File: config.mk
export PLATFORM = sky130hd
export DESIGN_NAME = pulse_interval_frame_decoder_unit
export DESIGN_NICKNAME = d
export VERILOG_FILES = /design/src/sv/pifd_pkg.sv /design/src/sv/pifd_csr.sv /design/src/sv/pifd_ctrl.sv /design/src/sv/pifd_datapath.sv /design/src/sv/pulse_interval_frame_decoder_unit.sv
export SDC_FILE = /design/constraint.sdc
export NUM_CORES = 1
export LEC_CHECK = 0
export BUFFER_PORTS_ARGS = -buffer_cell sky130_fd_sc_hd__buf_2
export CORE_ASPECT_RATIO = 0.7
export CORE_MARGIN = 3
export CORE_UTILIZATION = 40
export DETAILED_ROUTE_END_ITERATION = 6
export SKIP_CTS_REPAIR_TIMING = 1
export SLEW_MARGIN = 25
export SYNTH_ARGS = -nofsm -noshare
export SYNTH_HDL_FRONTEND = slang
export SYNTH_SLANG_ARGS = --single-unit
File: constraint.sdc
create_clock -name clock -period 7.2 [get_ports clock]
set_input_delay 0.36 -clock clock [delete_from_list [all_inputs] [get_ports clock]]
set_output_delay 0.36 -clock clock [all_outputs]
set_load 0.05 [all_outputs]
File: src/sv/pifd_pkg.sv
// ----------------------------------------------------------------------------
// pifd_pkg
// Shared types and constants of the pulse interval frame decoder: register
// indexes, frame modes, status codes and the controller/datapath interface.
// ----------------------------------------------------------------------------
package pifd_pkg;

   // register indexes on the csr port
   localparam logic [2:0] REG_FRAME_MODE    = 3'd0;
   localparam logic [2:0] REG_SYNC_GAP      = 3'd1;
   localparam logic [2:0] REG_BIT_THRESHOLD = 3'd2;
   localparam logic [2:0] REG_VALID_MIN     = 3'd3;
   localparam logic [2:0] REG_VALID_MAX     = 3'd4;

   // frame modes
   localparam logic [1:0] MODE_CRC    = 2'd0;
   localparam logic [1:0] MODE_TRIPLE = 2'd1;
   localparam logic [1:0] MODE_TWICE  = 2'd2;
   localparam logic [1:0] MODE_SPARE  = 2'd3;

   // frame status codes
   localparam logic [1:0] STATUS_OK       = 2'd0;
   localparam logic [1:0] STATUS_MISMATCH = 2'd1;
   localparam logic [1:0] STATUS_RANGE    = 2'd2;

   localparam int DATA_BITS  = 16;
   localparam int CHECK_BITS = 8;

   localparam logic [5:0] LEN_CRC    = 6'(DATA_BITS + CHECK_BITS);
   localparam logic [5:0] LEN_TRIPLE = 6'd24;
   localparam logic [5:0] LEN_TWICE  = 6'd32;

   localparam logic [15:0] CRC_SEED = 16'hFFFF;
   localparam logic [15:0] CRC_POLY = 16'h1021;

   // scaled result numerator and divider geometry
   localparam int          DIV_BITS   = 21;
   localparam int          DIV_CNT_W  = $clog2(DIV_BITS);
   localparam logic [20:0] SCALE_NUM  = 21'(1100 * 1023);

   // reset values of the registers
   localparam logic [1:0]  RST_FRAME_MODE    = MODE_TWICE;
   localparam logic [31:0] RST_SYNC_GAP      = 32'd5000;
   localparam logic [31:0] RST_BIT_THRESHOLD = 32'd1500;
   localparam logic [15:0] RST_VALID_MIN     = 16'd1;
   localparam logic [15:0] RST_VALID_MAX     = 16'd65535;

   typedef struct packed {
      logic [1:0]  frame_mode;
      logic [31:0] sync_gap;
      logic [31:0] bit_threshold;
      logic [15:0] valid_min;
      logic [15:0] valid_max;
   } cfg_type;

   typedef struct packed {
      logic capture;
      logic eval;
      logic crc_start;
      logic crc_step;
      logic check;
      logic div_step;
      logic load;
   } cmd_type;

   typedef struct packed {
      logic frame_done;
      logic crc_mode;
      logic crc_last;
      logic div_last;
      logic out_free;
   } sts_type;

endpackage

File: src/sv/pifd_csr.sv
// ----------------------------------------------------------------------------
// pifd_csr
// APB-style register file holding the frame decoder configuration.
// ----------------------------------------------------------------------------
module pifd_csr (
   input  logic              clock,
   input  logic              reset,
   input  logic              psel,
   input  logic              penable,
   input  logic              pwrite,
   input  logic [4:0]        paddr,
   input  logic [31:0]       pwdata,
   output logic [31:0]       prdata,
   output logic              pready,
   output pifd_pkg::cfg_type cfg
);
   import pifd_pkg::*;

   cfg_type    cfg_ff;
   cfg_type    cfg_in;
   logic       wr_en;
   logic [2:0] reg_idx;

   assign pready  = 1'b1;
   assign reg_idx = paddr[4:2];
   assign wr_en   = psel & penable & pwrite;
   assign cfg     = cfg_ff;

   always_comb begin
      cfg_in = cfg_ff;
      if (wr_en) begin
         unique case (reg_idx)
            REG_FRAME_MODE:    cfg_in.frame_mode    = pwdata[1:0];
            REG_SYNC_GAP:      cfg_in.sync_gap      = pwdata;
            REG_BIT_THRESHOLD: cfg_in.bit_threshold = pwdata;
            REG_VALID_MIN:     cfg_in.valid_min     = pwdata[15:0];
            REG_VALID_MAX:     cfg_in.valid_max     = pwdata[15:0];
            default:           cfg_in = cfg_ff;
         endcase
      end
   end

   always_comb begin
      unique case (reg_idx)
         REG_FRAME_MODE:    prdata = {30'd0, cfg_ff.frame_mode};
         REG_SYNC_GAP:      prdata = cfg_ff.sync_gap;
         REG_BIT_THRESHOLD: prdata = cfg_ff.bit_threshold;
         REG_VALID_MIN:     prdata = {16'd0, cfg_ff.valid_min};
         REG_VALID_MAX:     prdata = {16'd0, cfg_ff.valid_max};
         default:           prdata = 32'd0;
      endcase
   end

   always_ff @(posedge clock) begin
      if (reset) begin
         cfg_ff.frame_mode    <= RST_FRAME_MODE;
         cfg_ff.sync_gap      <= RST_SYNC_GAP;
         cfg_ff.bit_threshold <= RST_BIT_THRESHOLD;
         cfg_ff.valid_min     <= RST_VALID_MIN;
         cfg_ff.valid_max     <= RST_VALID_MAX;
      end else begin
         cfg_ff <= cfg_in;
      end
   end

endmodule

File: src/sv/pifd_ctrl.sv
// ----------------------------------------------------------------------------
// pifd_ctrl
// Frame decoder sequencer: accepts an edge, lets the datapath evaluate it and,
// on a finished frame, steps the crc (crc mode), check, divider and output.
// ----------------------------------------------------------------------------
module pifd_ctrl (
   input  logic              clock,
   input  logic              reset,
   input  logic              req_valid,
   output logic              req_ready,
   input  pifd_pkg::sts_type sts,
   output pifd_pkg::cmd_type cmd
);
   import pifd_pkg::*;

   typedef enum logic [5:0] {
      S_IDLE  = 6'b000001,
      S_EVAL  = 6'b000010,
      S_CRC   = 6'b000100,
      S_CHECK = 6'b001000,
      S_DIV   = 6'b010000,
      S_LOAD  = 6'b100000
   } state_type;

   state_type state_ff;
   state_type state_in;

   always_comb begin
      state_in  = state_ff;
      cmd       = '0;
      req_ready = 1'b0;
      unique case (state_ff)
         S_IDLE: begin
            req_ready = 1'b1;
            if (req_valid) begin
               cmd.capture = 1'b1;
               state_in    = S_EVAL;
            end
         end
         S_EVAL: begin
            cmd.eval = 1'b1;
            if (sts.frame_done && sts.crc_mode) begin
               cmd.crc_start = 1'b1;
               state_in      = S_CRC;
            end else if (sts.frame_done) begin
               state_in = S_CHECK;
            end else begin
               state_in = S_IDLE;
            end
         end
         S_CRC: begin
            cmd.crc_step = 1'b1;
            if (sts.crc_last) begin
               state_in = S_CHECK;
            end
         end
         S_CHECK: begin
            cmd.check = 1'b1;
            state_in  = S_DIV;
         end
         S_DIV: begin
            cmd.div_step = 1'b1;
            if (sts.div_last) begin
               state_in = S_LOAD;
            end
         end
         S_LOAD: begin
            // hold until the output register can take the result
            if (sts.out_free) begin
               cmd.load = 1'b1;
               state_in = S_IDLE;
            end
         end
         default: state_in = S_IDLE;
      endcase
   end

   always_ff @(posedge clock) begin
      if (reset) begin
         state_ff <= S_IDLE;
      end else begin
         state_ff <= state_in;
      end
   end

endmodule

File: src/sv/pifd_datapath.sv
// ----------------------------------------------------------------------------
// pifd_datapath
// Interval and bit decoding, frame state, bit-serial crc, restoring divider
// for the scaled result and the output register.
// ----------------------------------------------------------------------------
module pifd_datapath (
   input  logic              clock,
   input  logic              reset,
   input  pifd_pkg::cfg_type cfg,
   input  pifd_pkg::cmd_type cmd,
   output pifd_pkg::sts_type sts,
   input  logic [31:0]       req_edge_time,
   output logic              rsp_valid,
   input  logic              rsp_ready,
   output logic [1:0]        rsp_frame_status,
   output logic [15:0]       rsp_held_value,
   output logic [15:0]       rsp_scaled_result
);
   import pifd_pkg::*;

   // frame state
   logic [31:0] edge_ff;
   logic [31:0] prev_ff,   prev_in;
   logic        active_ff, active_in;
   logic [5:0]  pos_ff,    pos_in;
   logic [31:0] bits_ff,   bits_in;
   logic [7:0]  chk_ff,    chk_in;
   logic [15:0] acc_ff,    acc_in;
   logic [1:0]  status_ff, status_in;

   // crc engine
   logic [15:0] crc_ff, crc_in;
   logic [15:0] crc_data_ff, crc_data_in;
   logic [3:0]  crc_cnt_ff, crc_cnt_in;

   // divider
   logic [15:0]          divisor_ff, divisor_in;
   logic [15:0]          rem_ff, rem_in;
   logic [DIV_BITS-1:0]  quo_ff, quo_in;
   logic [DIV_CNT_W-1:0] div_cnt_ff, div_cnt_in;
   logic [16:0]          rem_shift;
   logic                 rem_ge;

   // output register
   logic        rsp_valid_ff, rsp_valid_in;
   logic [1:0]  rsp_status_ff;
   logic [15:0] rsp_held_ff;
   logic [15:0] rsp_scaled_ff;
   logic [15:0] scaled;

   logic [31:0] elapsed;
   logic        is_sync, is_one, bit_take;
   logic [1:0]  eff_mode;
   logic [5:0]  frame_len;
   logic [1:0]  verdict;
   logic [15:0] verdict_value;

   always_comb begin
      elapsed = edge_ff - prev_ff;
      is_sync = elapsed > cfg.sync_gap;
      is_one  = elapsed < cfg.bit_threshold;
      unique case (cfg.frame_mode)
         MODE_CRC:    eff_mode = MODE_CRC;
         MODE_TRIPLE: eff_mode = MODE_TRIPLE;
         MODE_TWICE:  eff_mode = MODE_TWICE;
         MODE_SPARE:  eff_mode = MODE_TWICE;
         default:     eff_mode = MODE_TWICE;
      endcase
      unique case (eff_mode)
         MODE_CRC:    frame_len = LEN_CRC;
         MODE_TRIPLE: frame_len = LEN_TRIPLE;
         default:     frame_len = LEN_TWICE;
      endcase
      bit_take = !is_sync && active_ff && (pos_ff < frame_len);
   end

   // frame verdict on the stored bits
   always_comb begin
      verdict       = STATUS_OK;
      verdict_value = 16'd0;
      unique case (eff_mode)
         MODE_CRC: begin
            verdict_value = bits_ff[15:0];
            if (chk_ff != crc_ff[7:0]) begin
               verdict = STATUS_MISMATCH;
            end
         end
         MODE_TRIPLE: begin
            verdict_value = {8'd0, bits_ff[7:0]};
            if (bits_ff[7:0] != bits_ff[15:8] || bits_ff[7:0] != bits_ff[23:16]) begin
               verdict = STATUS_MISMATCH;
            end
         end
         default: begin
            verdict_value = bits_ff[15:0];
            if (bits_ff[15:0] != bits_ff[31:16]) begin
               verdict = STATUS_MISMATCH;
            end else if (bits_ff[15:0] < cfg.valid_min || bits_ff[15:0] > cfg.valid_max) begin
               verdict = STATUS_RANGE;
            end
         end
      endcase
   end

   always_comb begin
      prev_in   = prev_ff;
      active_in = active_ff;
      pos_in    = pos_ff;
      bits_in   = bits_ff;
      chk_in    = chk_ff;
      if (cmd.eval) begin
         prev_in = edge_ff;
         if (is_sync) begin
            active_in = 1'b1;
            pos_in    = 6'd0;
            bits_in   = 32'd0;
            chk_in    = 8'd0;
         end else if (bit_take) begin
            // check byte starts on a byte boundary, so the low bits index it
            if (eff_mode == MODE_CRC && pos_ff >= 6'(DATA_BITS)) begin
               chk_in[pos_ff[2:0]] = chk_ff[pos_ff[2:0]] | is_one;
            end else begin
               bits_in[pos_ff[4:0]] = bits_ff[pos_ff[4:0]] | is_one;
            end
            pos_in = pos_ff + 6'd1;
         end
      end
   end

   // crc: shift in the data MSB first, fold the polynomial on a carry out
   always_comb begin
      crc_in      = crc_ff;
      crc_data_in = crc_data_ff;
      crc_cnt_in  = crc_cnt_ff;
      if (cmd.crc_start) begin
         crc_in      = CRC_SEED;
         crc_data_in = bits_ff[15:0];
         crc_cnt_in  = 4'd0;
      end else if (cmd.crc_step) begin
         crc_in      = {crc_ff[14:0], crc_data_ff[15]} ^ (crc_ff[15] ? CRC_POLY : 16'd0);
         crc_data_in = {crc_data_ff[14:0], 1'b0};
         crc_cnt_in  = crc_cnt_ff + 4'd1;
      end
   end

   always_comb begin
      acc_in    = acc_ff;
      status_in = status_ff;
      if (cmd.check) begin
         status_in = verdict;
         if (verdict == STATUS_OK) begin
            acc_in = verdict_value;
         end
      end
   end

   // restoring divider, one quotient bit per step
   always_comb begin
      rem_shift  = {rem_ff, quo_ff[DIV_BITS-1]};
      rem_ge     = rem_shift >= {1'b0, divisor_ff};
      divisor_in = divisor_ff;
      rem_in     = rem_ff;
      quo_in     = quo_ff;
      div_cnt_in = div_cnt_ff;
      if (cmd.check) begin
         divisor_in = acc_in;
         rem_in     = 16'd0;
         quo_in     = SCALE_NUM;
         div_cnt_in = '0;
      end else if (cmd.div_step) begin
         rem_in     = rem_ge ? 16'(rem_shift - {1'b0, divisor_ff}) : rem_shift[15:0];
         quo_in     = {quo_ff[DIV_BITS-2:0], rem_ge};
         div_cnt_in = div_cnt_ff + DIV_CNT_W'(1);
      end
   end

   always_comb begin
      if (divisor_ff == 16'd0) begin
         scaled = 16'd0;
      end else if (quo_ff[DIV_BITS-1:16] != '0) begin
         scaled = 16'hFFFF;
      end else begin
         scaled = quo_ff[15:0];
      end
      rsp_valid_in = rsp_valid_ff;
      if (cmd.load) begin
         rsp_valid_in = 1'b1;
      end else if (rsp_ready) begin
         rsp_valid_in = 1'b0;
      end
   end

   always_comb begin
      sts.frame_done = bit_take && (6'(pos_ff + 6'd1) == frame_len);
      sts.crc_mode   = eff_mode == MODE_CRC;
      sts.crc_last   = crc_cnt_ff == 4'(DATA_BITS - 1);
      sts.div_last   = div_cnt_ff == DIV_CNT_W'(DIV_BITS - 1);
      sts.out_free   = !rsp_valid_ff || rsp_ready;
   end

   always_ff @(posedge clock) begin
      if (reset) begin
         prev_ff      <= 32'd0;
         active_ff    <= 1'b0;
         pos_ff       <= 6'd0;
         bits_ff      <= 32'd0;
         chk_ff       <= 8'd0;
         acc_ff       <= 16'd0;
         rsp_valid_ff <= 1'b0;
      end else begin
         prev_ff      <= prev_in;
         active_ff    <= active_in;
         pos_ff       <= pos_in;
         bits_ff      <= bits_in;
         chk_ff       <= chk_in;
         acc_ff       <= acc_in;
         rsp_valid_ff <= rsp_valid_in;
      end
   end

   always_ff @(posedge clock) begin
      if (cmd.capture) begin
         edge_ff <= req_edge_time;
      end
      if (cmd.load) begin
         rsp_status_ff <= status_ff;
         rsp_held_ff   <= acc_ff;
         rsp_scaled_ff <= scaled;
      end
      status_ff   <= status_in;
      crc_ff      <= crc_in;
      crc_data_ff <= crc_data_in;
      crc_cnt_ff  <= crc_cnt_in;
      divisor_ff  <= divisor_in;
      rem_ff      <= rem_in;
      quo_ff      <= quo_in;
      div_cnt_ff  <= div_cnt_in;
   end

   assign rsp_valid         = rsp_valid_ff;
   assign rsp_frame_status  = rsp_status_ff;
   assign rsp_held_value    = rsp_held_ff;
   assign rsp_scaled_result = rsp_scaled_ff;

endmodule

File: src/sv/pulse_interval_frame_decoder_unit.sv
// ----------------------------------------------------------------------------
// pulse_interval_frame_decoder_unit
// Decodes pulse-distance frames from falling-edge timestamps and reports the
// checked value together with its scaled reciprocal.
// ----------------------------------------------------------------------------
// An edge timestamp is accepted in the idle state and its interval decoded to a
// bit in the evaluate state; req_ready is then high again unless the edge
// finished a frame, which holds the input through the check, divide and load
// states in the byte-three-times and halfword-twice modes, and through the crc
// state too in the crc mode: the crc is worked one data bit a cycle and the
// reciprocal 1125300 / value comes from a restoring divider that yields one
// quotient bit a cycle. The result then sits in an output register while the
// next edges are taken; a new result waits only if the previous one has not
// been taken by then. Configuration writes complete in the usual setup and
// access cycles and should be done while no transaction is in flight.
module pulse_interval_frame_decoder_unit (
   input  logic        clock,
   input  logic        reset,
   input  logic        req_valid,
   output logic        req_ready,
   input  logic [31:0] req_edge_time,
   output logic        rsp_valid,
   input  logic        rsp_ready,
   output logic [1:0]  rsp_frame_status,
   output logic [15:0] rsp_held_value,
   output logic [15:0] rsp_scaled_result,
   input  logic        psel,
   input  logic        penable,
   input  logic        pwrite,
   input  logic [4:0]  paddr,
   input  logic [31:0] pwdata,
   output logic [31:0] prdata,
   output logic        pready
);
   import pifd_pkg::*;

   cfg_type cfg;
   cmd_type cmd;
   sts_type sts;

   pifd_csr u_csr (
      .clock   (clock),
      .reset   (reset),
      .psel    (psel),
      .penable (penable),
      .pwrite  (pwrite),
      .paddr   (paddr),
      .pwdata  (pwdata),
      .prdata  (prdata),
      .pready  (pready),
      .cfg     (cfg)
   );

   pifd_ctrl u_ctrl (
      .clock     (clock),
      .reset     (reset),
      .req_valid (req_valid),
      .req_ready (req_ready),
      .sts       (sts),
      .cmd       (cmd)
   );

   pifd_datapath u_datapath (
      .clock             (clock),
      .reset             (reset),
      .cfg               (cfg),
      .cmd               (cmd),
      .sts               (sts),
      .req_edge_time     (req_edge_time),
      .rsp_valid         (rsp_valid),
      .rsp_ready         (rsp_ready),
      .rsp_frame_status  (rsp_frame_status),
      .rsp_held_value    (rsp_held_value),
      .rsp_scaled_result (rsp_scaled_result)
   );

endmodule
==> summary.md <==
| Metric | Value |
|---|---|
| Worst path max stage delay | about 0.51 ns |
| Worst-Skew Late Latency | between 0.5 and 0.6 ns |
| DR DRC count | 0 |
| EDFF count, synth | 100 |
| Share of post-route cells with drive strength above 1 | a little under an eighth |
| Crit. End Element | flip-flop |
| First drt pass iteration count | 6 |
| CP max stage cell | o31ai_4 |
| Status | finished, final reports clean |
| Ys Warns | 0 |
| WL final | ~55000 um |
| Met2 Usage GRT | roughly 29% |
| Cells along the critical path | inv_1 -> ha_1 -> inv_1 -> fa_1 -> a211oi_2 -> o21ai_1 -> nand4_1 -> o211ai_2 -> nor4b_4 -> o41a_1 -> a211o_1 -> a21oi_2 -> xnor2_1 -> ha_1 -> and4_1 -> nand2_1 -> or2_2 -> o31ai_4 -> nand2_2 -> nand4_1 -> buf_4 -> nand2_1 |
| Routed vias/inst | 5.441 |
| Unrepaired setup endpoints after global routing | no |
| Worst hold path type | input pin to flip-flop |
| Syn-to-layout area delta | 14.02% |
| Pwr/cell area | between 200 and 250 nW/um^2 |
| Die ar. | roughly 51000 um^2 |
| DP Cell Count | ~2900 |
| CTS Root Cell | clkbuf_16 |
| Fill count | 4505 |
| Clock Sinks | about 360 |
| GP Congestion | between 0.9 and 1 |
| Clock tree buffer depth | 3 |
| Post-Layout Inst Area | ~22000 um^2 |
| Worst rel slew slack | between 30% and 40% |
| Syn Area/Cell | roughly 8.8 um^2 |
| Synthesized area | 19450 um^2 |
| Largest net degree at the start of global routing | 71 |
| CTS tree | yes |
| GR Overflow Total | 0 |
| Critical path startpoint | u_datapath.edge_ff[0]$_DFFE_PP_ |
| Placed inst area | 20710 um^2 |
| Routing usage on met3 | approximately 5% |
| Total number of vias | ~16000 |
| Worst R2R Path Depth | 22 |
| Worst-margin pin slew | between 1 and 1.5 ns |
| Core footprint | about 47000 um^2 |
| Tcrit/Tclk final | 84.53% |
| DP HPWL | just under 40000 um |
| Max Clock Skew | 0.03248 ns |
| Layout Cells excl Fill | about 3000 |
| Ports | 145 |
| Setup TNS | 0 ns |
| Final Hold Viols | 0 |
| Worst R2R Setup Slack | about 1.1 ns |
| Setup CP Type | flip-flop to flip-flop |
| Fmax | 0.1643 GHz |
| Worst setup path end | u_datapath.crc_data_ff[5]$_DFFE_PP_ |
| Initial antenna violation count | 3 |
| Setup violators final | 0 |
| Post-Syn Instances | ~2200 |
| Chip height | roughly 190 um |
| Total CTS buffers | 39 |
| #FFs+latches synth | approximately 360 |
| Post-synthesis sequential area ratio | between 40 and 50% |
| RR Endpoint | u_datapath.crc_data_ff[5]$_DFFE_PP_ |
| First-pass GRT wire length | between 80000 and 90000 um |
| Syn Nets | around 2400 |
| Slew Limit Fails | 0 |
| Critical Path RT | 7.32 ns |
| GRT Total Usage | a little over a fifth |
| Remaining antenna violation count | 0 |
| CTS clk-pin slew, worst paths | 0.06 ns |
| Nets@finish | between 2000 and 3000 |
| Initial Util | between 40% and 50% |
| Critical Path AT | 6.21 ns |
| Row count | 66 |
| Worst r2r src | u_datapath.edge_ff[0]$_DFFE_PP_ |
| Worst VDD drop | approximately 0.13 mV |
| GRT Max-Usage Layer | met1 |
| Predominant post-synthesis flop cell | dfxtp_1 |
| Die Span X | approximately 270 um |
| Met1 global-route usage | about a third |
| Worst Path Max Fanout | 17 |
| Post-synth cell types | around 80 |
| Max_cap viols | 0 |
| Worst setup SP type | flip-flop |
| DRT iter0 DRCs | about 1500 |
| Drt wl/cell | between 15 and 20 um |
| Port Buffer Count | 141 |
| H-tree depth | 2 |
| Ys async rst share | 0% |
| Tmin final | between 6 and 7 ns |
| Final core occ | around 47% |
| Static leakage power | approximately 9.0 nW |
| Vias in the first global route | between 15000 and 20000 |
[report_power, final]
group / internal [W] / total, W / leakage [nW] / switching (W)
Sequential: 0.00213 / 0.00216 / 2.96 / 0.0000268
Combinational: 0.000303 / 0.000834 / 5.38 / 0.000531
Clock: 0.00119 / 0.00202 / 0.618 / 0.000832
[cell type report]
type	instances	area, um^2	share of cell area, %
inverters	178	668.1	3.012
diodes	2	5.005	0.02256
well taps	646	808.3	3.644
clock inverters	24	247.7	1.117
repair buffers	174	1028	4.637
multi-input cells	1557	10160	45.79
clock buffers	45	1018	4.592
flip-flops and latches	362	8248	37.19
[registers in the layout, indices dropped and copies added (netlist names), 21 cells and up]
register            flops
u_datapath.prev_ff     32
u_datapath.edge_ff     32
u_datapath.bits_ff     32
u_datapath.quo_ff      21
u_csr.cfg              98
[cells in the mapped netlist, drive strengths merged, types with 5 or more instances]
cell,number,share of area (%)
nor2,89,1.7
or2,5,0.16
nand2b,8,0.26
xnor2,50,2.3
o21ai,90,2.3
a21oi,207,5.4
a211oi,16,0.67
a21o,55,2.1
nand2,374,7.2
or3,5,0.19
a31oi,13,0.42
inv,175,3.4
o22ai,6,0.19
mux2i,33,1.7
nor2b,32,1.0
nand3,78,2.0
xor2,34,1.5
nor3,19,0.51
clkbuf,84,1.6
and3,13,0.42
a211o,33,1.5
ha,151,9.7
nor4b,5,0.30
a22oi,31,1.2
buf,22,0.66
nand3b,8,0.31
o21a,30,1.2
nor4,15,0.48
and2,13,0.42
o211ai,12,0.51
nand4,35,1.1
dfxtp,262,27
mux2,24,1.4
edfxtp,100,15
a22o,18,0.81
[worst min-delay path by stage]
stage                                      start                                        to  slack, ns  cells after the start
3_5_place_dp    u_datapath.acc_ff[12]$_SDFF_PP0_   u_datapath.rsp_held_value[12]$_DFFE_PP_       0.43                      0
2_1_floorplan  u_datapath.status_ff[0]$_DFFE_PP_  u_datapath.rsp_frame_status[0]$_DFFE_PP_       0.40                      0
5_1_grt                        req_edge_time[18]          u_datapath.edge_ff[18]$_DFFE_PP_     0.0009                      1
4_1_cts                         req_edge_time[9]           u_datapath.edge_ff[9]$_DFFE_PP_      -0.02                      1
6_report                        req_edge_time[9]           u_datapath.edge_ff[9]$_DFFE_PP_      0.009                      1
3_3_place_gp    u_datapath.acc_ff[12]$_SDFF_PP0_   u_datapath.rsp_held_value[12]$_DFFE_PP_       0.42                      0
[cells in the final DEF, fill, tap and decap left out, drive strengths merged, types with 16 or more instances in the layout]
cell / netlist / routed
o21ai: 90 / 90
buf: 22 / 161
a22oi: 31 / 31
xnor2: 50 / 50
clkinv: 3 / 18
mux2i: 33 / 33
nand4: 35 / 35
a21oi: 207 / 207
ha: 151 / 151
dfxtp: 262 / 262
o21a: 30 / 30
inv: 175 / 176
a22o: 18 / 18
clkbuf: 84 / 45
a21o: 55 / 55
edfxtp: 100 / 100
a211oi: 16 / 16
nand2: 374 / 374
nor2b: 32 / 32
nor3: 19 / 19
mux2: 24 / 24
nand3: 78 / 78
nor2: 89 / 89
a211o: 33 / 33
xor2: 34 / 34
[routing by layer]
layer / part of all wire [%] / vias up
met5: 0.025 / -
met4: 1.3 / 2
met3: 7.9 / 61
met2: 40 / 494
met1: 51 / 7772
li1: - / 7928
[kinds of logic after synthesis]
kind of cell / count (synthesis) / share of synthesized area, %
other: 1 / 0.01928
DFF: 362 / 42.40
buffers and inverters: 284 / 5.731
muxes: 60 / 3.473
and+or+nand+nor: 715 / 16.84
adders and majority gates: 153 / 9.918
xor gates and xnor gates: 84 / 3.782
AOI/OAI and AO/OA: 544 / 17.84
[stage by stage]
stage               power [W]  worst slack (ns)  hold WS (ns)
floorplan            0.002743             2.077        0.4003
global placement     0.002980             1.316        0.4203
detailed placement   0.003006             1.224        0.4264
CTS                  0.005033             1.186      -0.01978
global route         0.005247            0.7233     0.0009202
finish               0.005017             1.114      0.009256
[worst max-delay path, delay by kind of cell (launching register included)]
kind / cells / cell delay [ns]
compound gates: 7 / 1.98
simple gates: 8 / 1.86
fa+ha+maj: 3 / 0.93
buf+inv: 3 / 0.41
flops: 1 / 0.39
xor+xnor: 1 / 0.12
No activity file was read; power rests on OpenSTA's default activity.
